<file path="config.mk">
export PLATFORM = sky130hd
export DESIGN_NAME = msdw_serial_mult
export DESIGN_NICKNAME = d
export VERILOG_FILES = /design/src/sv/msdw_pkg.sv /design/src/sv/msdw_serial_mult.sv
export SDC_FILE = /design/constraint.sdc
export NUM_CORES = 1
export LEC_CHECK = 0
export BUFFER_PORTS_ARGS = -buffer_cell sky130_fd_sc_hd__buf_2
export CORE_ASPECT_RATIO = 1.25
export CORE_MARGIN = 5
export CORE_UTILIZATION = 55
export DETAILED_ROUTE_END_ITERATION = 8
export GPL_TIMING_DRIVEN = 0
export MAX_ROUTING_LAYER = met4
export PLACE_DENSITY = 0.77
export SETUP_SLACK_MARGIN = 0.4
export SKIP_LAST_GASP = 1
export SLEW_MARGIN = 10
export SYNTH_ARGS = -nofsm -noshare
export SYNTH_HDL_FRONTEND = slang
export SYNTH_SLANG_ARGS = --single-unit
</file>
<file path="constraint.sdc">
create_clock -name clk -period 6.6 [get_ports clk]
set_clock_uncertainty 0.05 [all_clocks]
set_input_delay 0.66 -clock clk [delete_from_list [all_inputs] [get_ports clk]]
set_output_delay 0.66 -clock clk [all_outputs]
set_load 0.01 [all_outputs]
</file>
<file path="src/sv/msdw_pkg.sv">
// msdw_pkg: shared widths, register indexes, reset values and control types
// for the mid/side delay widener. No dependencies; imported by all modules.

package msdw_pkg;

  // sample and delay line geometry
  localparam int SAMPLE_BITS = 24;
  localparam int DELAY_DEPTH = 65536;
  localparam int ADDR_W      = $clog2(DELAY_DEPTH);

  // configuration port
  localparam int CFG_W     = 16;
  localparam int CFG_IDX_W = 2;

  localparam logic [CFG_IDX_W-1:0] REG_SIDE_GAIN = 2'd0;
  localparam logic [CFG_IDX_W-1:0] REG_DELAY     = 2'd1;
  localparam logic [CFG_IDX_W-1:0] REG_COEF      = 2'd2;

  localparam logic [CFG_W-1:0] SIDE_GAIN_RST = 16'd258;
  localparam logic [CFG_W-1:0] DELAY_RST     = 16'd6095;
  localparam logic [CFG_W-1:0] COEF_RST      = 16'd2768;

  // datapath widths
  localparam int FRAC_W = 16;                  // fraction bits of the low-pass state
  localparam int LP_W   = SAMPLE_BITS + FRAC_W; // low-pass state
  localparam int DIFF_W = LP_W + 1;            // sample minus low-pass state
  localparam int MB_W   = CFG_W;               // multiplier operand, one bit per cycle
  localparam int MH_W   = DIFF_W + 1;          // high half of the shift-add accumulator
  localparam int RND_SH = 15;                  // gain is Q1.15
  localparam int SIDE_W = MH_W + 1 - RND_SH;   // rounded side signal
  localparam int SUM_W  = SIDE_W + 1;          // mid +/- side before saturation

  typedef logic signed [SAMPLE_BITS-1:0] sample_t;

  // multiplier control from the sequencer
  typedef struct packed {
    logic start;
    logic b_signed;
  } msdw_mul_ctl_t;

endpackage

</file>
<file path="src/sv/msdw_serial_mult.sv">
// msdw_serial_mult: shift-add multiplier, one multiplier bit per cycle.
// Depends on msdw_pkg. Returns floor(a * b / 2^MB_W); b signed or unsigned.

module msdw_serial_mult (
  input  logic                            clk,
  input  logic                            rst_n,
  input  msdw_pkg::msdw_mul_ctl_t         ctl,
  input  logic signed [msdw_pkg::DIFF_W-1:0] a,
  input  logic [msdw_pkg::MB_W-1:0]       b,
  output logic                            done,
  output logic signed [msdw_pkg::MH_W-1:0] prod_hi
);
  import msdw_pkg::*;

  localparam int CNT_W = $clog2(MB_W);

  logic signed [DIFF_W-1:0] a_r;
  logic                     b_signed_r;
  logic [MB_W-1:0]          l_r, l_nxt;
  logic signed [MH_W-1:0]   h_r, h_nxt;
  logic [CNT_W-1:0]         cnt_r, cnt_nxt;
  logic                     run_r, run_nxt;

  logic                     last_step;
  logic signed [MH_W-1:0]   a_ext;
  logic signed [MH_W-1:0]   addend;
  logic signed [MH_W-1:0]   sum;

  assign last_step = (cnt_r == CNT_W'(MB_W - 1));
  assign done      = run_r && last_step;
  assign prod_hi   = h_r;

  // partial product: add, subtract on a signed top bit, or skip
  assign a_ext = {a_r[DIFF_W-1], a_r};
  always_comb begin
    if (!l_r[0]) begin
      addend = '0;
    end else if (b_signed_r && last_step) begin
      addend = -a_ext;
    end else begin
      addend = a_ext;
    end
  end
  assign sum = h_r + addend;

  // accumulator shifts right, multiplier bits leave at the bottom
  always_comb begin
    h_nxt   = h_r;
    l_nxt   = l_r;
    cnt_nxt = cnt_r;
    run_nxt = run_r;
    if (ctl.start) begin
      h_nxt   = '0;
      l_nxt   = b;
      cnt_nxt = '0;
      run_nxt = 1'b1;
    end else if (run_r) begin
      h_nxt   = {sum[MH_W-1], sum[MH_W-1:1]};
      l_nxt   = {sum[0], l_r[MB_W-1:1]};
      cnt_nxt = cnt_r + 1'b1;
      if (last_step) begin
        run_nxt = 1'b0;
      end
    end
  end

  always_ff @(posedge clk) begin
    if (!rst_n) begin
      run_r <= 1'b0;
      cnt_r <= '0;
    end else begin
      run_r <= run_nxt;
      cnt_r <= cnt_nxt;
    end
  end

  always_ff @(posedge clk) begin
    h_r <= h_nxt;
    l_r <= l_nxt;
    if (ctl.start) begin
      a_r        <= a;
      b_signed_r <= ctl.b_signed;
    end
  end

endmodule
</file>
==> flow_summary.json <==
{
  "viasPerCell": 5.733,
  "grt_pass1_vias": 5867,
  "synthesis.nets": 874,
  "coreArea_mm2": 0.01260,
  "r2r_end": "prod_hi[40]",
  "period_share_pct": 78.14,
  "dp_hpwl_um": 14060,
  "synthCells": 769,
  "maxClockFrequency_mhz": 193.9,
  "ant_nets": 0,
  "finalCriticalPeriod_ns": 5.157,
  "die_w_um": 111.2,
  "track_usage_pct": 24.05,
  "postLayoutCellArea_mm2": 0.008082,
  "grt_pass1_wl_um": 28810,
  "reg2reg_slack_ns": 1.44,
  "hold_path_class": "reg2reg",
  "startpoint": "a_r[7]",
  "grt_util_met1_pct": 31.82,
  "ys_seq_elements": 104,
  "crit_arrival_ns": 5.36,
  "worstSetupPathDepth": 16,
  "synthesis.area_mm2": 0.007044,
  "area_growth_pct": 14.72,
  "worstHoldStart": "prod_hi[36]",
  "ys_types": 74,
  "critPathTopFamily": "simple AND/OR/NAND/NOR gates",
  "reg2reg_from": "a_r[7]",
  "tns_ns": 0,
  "path_buf_inv": 1,
  "async_reset_ff_share_pct": 0,
  "cts_setup_buffers": 0,
  "finalWirelength_um": 17790,
  "htreeDepth": 3,
  "path_max_fanout": 7,
  "antenna_found_initial": 0,
  "postCtsResizedCells": 0,
  "drt_iter0_drc": 354,
  "dpl-instance-area_mm2": 0.007770,
  "irDropWorstVdd_mv": 0.1455,
  "cts_max_path_buffers": 2,
  "start_util_pct": 55.89,
  "synth-edff-count": 58,
  "overflow": 0,
  "rows": 46,
  "crit_end": "prod_hi[40]",
  "crit_chain": "or3_1 -> nor3_1 -> and2b_1 -> nand3_1 -> nor2_1 -> o21ai_0 -> a21boi_0 -> ha_1 -> clkbuf_1 -> nand2_1 -> or4_1 -> nor4_1 -> o21ai_1 -> xnor2_1 -> a21oi_1 -> a31o_1",
  "grt.met3_usage_pct": 2.919,
  "required_ns": 6.80,
  "gp_congestion": 0.9457,
  "critPathKind": "reg2reg",
  "pin_count": 104,
  "drt_first_pass_iters": 7,
  "drive_gt1_share_pct": 17.68,
  "final_core_util_pct": 64.12,
  "route.detailed.drc": 0,
  "p_leak_nw": 3.350,
  "tightest_slew_ns": 0.9587,
  "avgSynthCellArea_um2": 9.160,
  "cts_tree": "yes",
  "busiest_layer": "met2",
  "ys_seq_area_share_pct": 37.80,
  "setup_violations": 0,
  "end_kind": "register",
  "die_h_um": 136.5,
  "hold_buffers": 0,
  "finalHoldViolCount": 0,
  "powerDensity_mw_per_mm2": 216.1,
  "layout_commonest_cell": "buf_2",
  "dieArea_mm2": 0.01519,
  "nets": 988,
  "r2r_cells": 16,
  "via_count": 6054,
  "wl_per_cell_um": 16.85,
  "status": "finished, final reports clean",
  "slew_headroom_pct": 36.09,
  "cts_buffers": 9,
  "antenna_cells": 0,
  "drv_cap": 0,
  "met2_usage_pct": 38.40,
  "slew_viol_final": 0,
  "startpoint_type": "register",
  "slowest_stage": "nor4_1",
  "grt_max_degree": 46,
  "layout_common_cells": "buf_2 (107), nor2_1 (70), edfxtp_1 (58)",
  "cts.clk_slew.worst_paths_ns": 0.08,
  "synth-main-ff-cell": "edfxtp_1",
  "root_buffer": "clkbuf_16",
  "ys.warnings.count": 0,
  "rsz0062_at_grt": "no",
  "io_buffers": 103,
  "power.total_mw": 1.747,
  "crit_path_max_incr_delay_ns": 0.59,
  "cts_num_sinks": 104,
  "clk_latency_ns": 0.35
}
## cells in the mapped netlist, types with 17 or more instances
master,number,share of area (%)
inv_1,18,0.96
dfxtp_1,46,13
a21oi_1,54,3.8
xnor2_1,40,5.0
xor2_1,31,3.9
nor2_1,70,3.7
clkbuf_1,26,1.4
mux2i_1,17,2.4
ha_1,43,7.6
nand2_1,54,2.9
and2_1,39,3.5
o21ai_0,46,3.3
edfxtp_1,58,25
## worst reg2reg max path: cells and delay by family, from the launching register on
family                   cells  cell delay, ns
AO/OA/AOI/OAI                5            0.98
XOR/XNOR                     1            0.25
adder cells (fa/ha/maj)      1            0.18
buffers and inverters        1            0.27
flip-flops                   1            0.45
AND/OR/NAND/NOR              8            2.86
## cell type report
class | instances | area, µm²
clock buffers | 9 | 225.2
well taps | 168 | 210.2
multi-input cells | 613 | 4174
fillers | 1084 | 4523
clock inverters | 7 | 86.33
inverters | 18 | 67.56
flip-flops and latches | 104 | 2663
repair buffers | 103 | 515.5
plain buffers | 34 | 140.1
## sequential cells by signal (all words and copies together), names as in the netlist
register    count
a_r            41
prod_hi        41
l_r            16
cnt_r           4
b_signed_r      1
run_r           1
## where the power goes
| part | switching, mW | leakage (nW) | internal (mW) |
|---|---|---|---|
| Combinational | 0.228 | 2.25 | 0.163 |
| Clock | 0.261 | 0.156 | 0.304 |
| Sequential | 0.0460 | 0.948 | 0.744 |
## per-layer routing
metal  up-vias  part of all wire [%]
met5         -                     0
met4         0                   2.8
met3        38                   6.2
met2       224                    47
met1      2763                    44
li1       3029                     -
## kinds of logic after synthesis
logic type	after synthesis	share of synthesized area, %
AND/OR/NAND/NOR	267	19.73
buffers and inverters	52	2.948
flip-flops	104	37.80
adder cells (fa/ha/maj)	44	7.922
multiplexers	33	4.973
XOR/XNOR	71	8.828
AO/OA/AOI/OAI	198	17.80
## worst min-delay path by stage
stage                       end  slack (ns)  depth (start not counted)
floorplan              cnt_r[3]        0.42                          2
global placement    prod_hi[36]        0.41                          2
detailed placement  prod_hi[36]        0.42                          2
CTS                     a_r[13]        0.42                          1
global route            a_r[35]        0.42                          1
finish              prod_hi[36]        0.42                          2
## stage by stage
stage	hold slack [ns]	setup slack (ns)	cells
2_1_floorplan	0.4211	2.456	769
3_3_place_gp	0.4082	1.603	1040
3_5_place_dp	0.4224	1.622	1040
4_1_cts	0.4209	1.586	1056
5_1_grt	0.4237	1.078	1056
6_report	0.4242	1.443	1056
(Power assumes the default switching activity.)
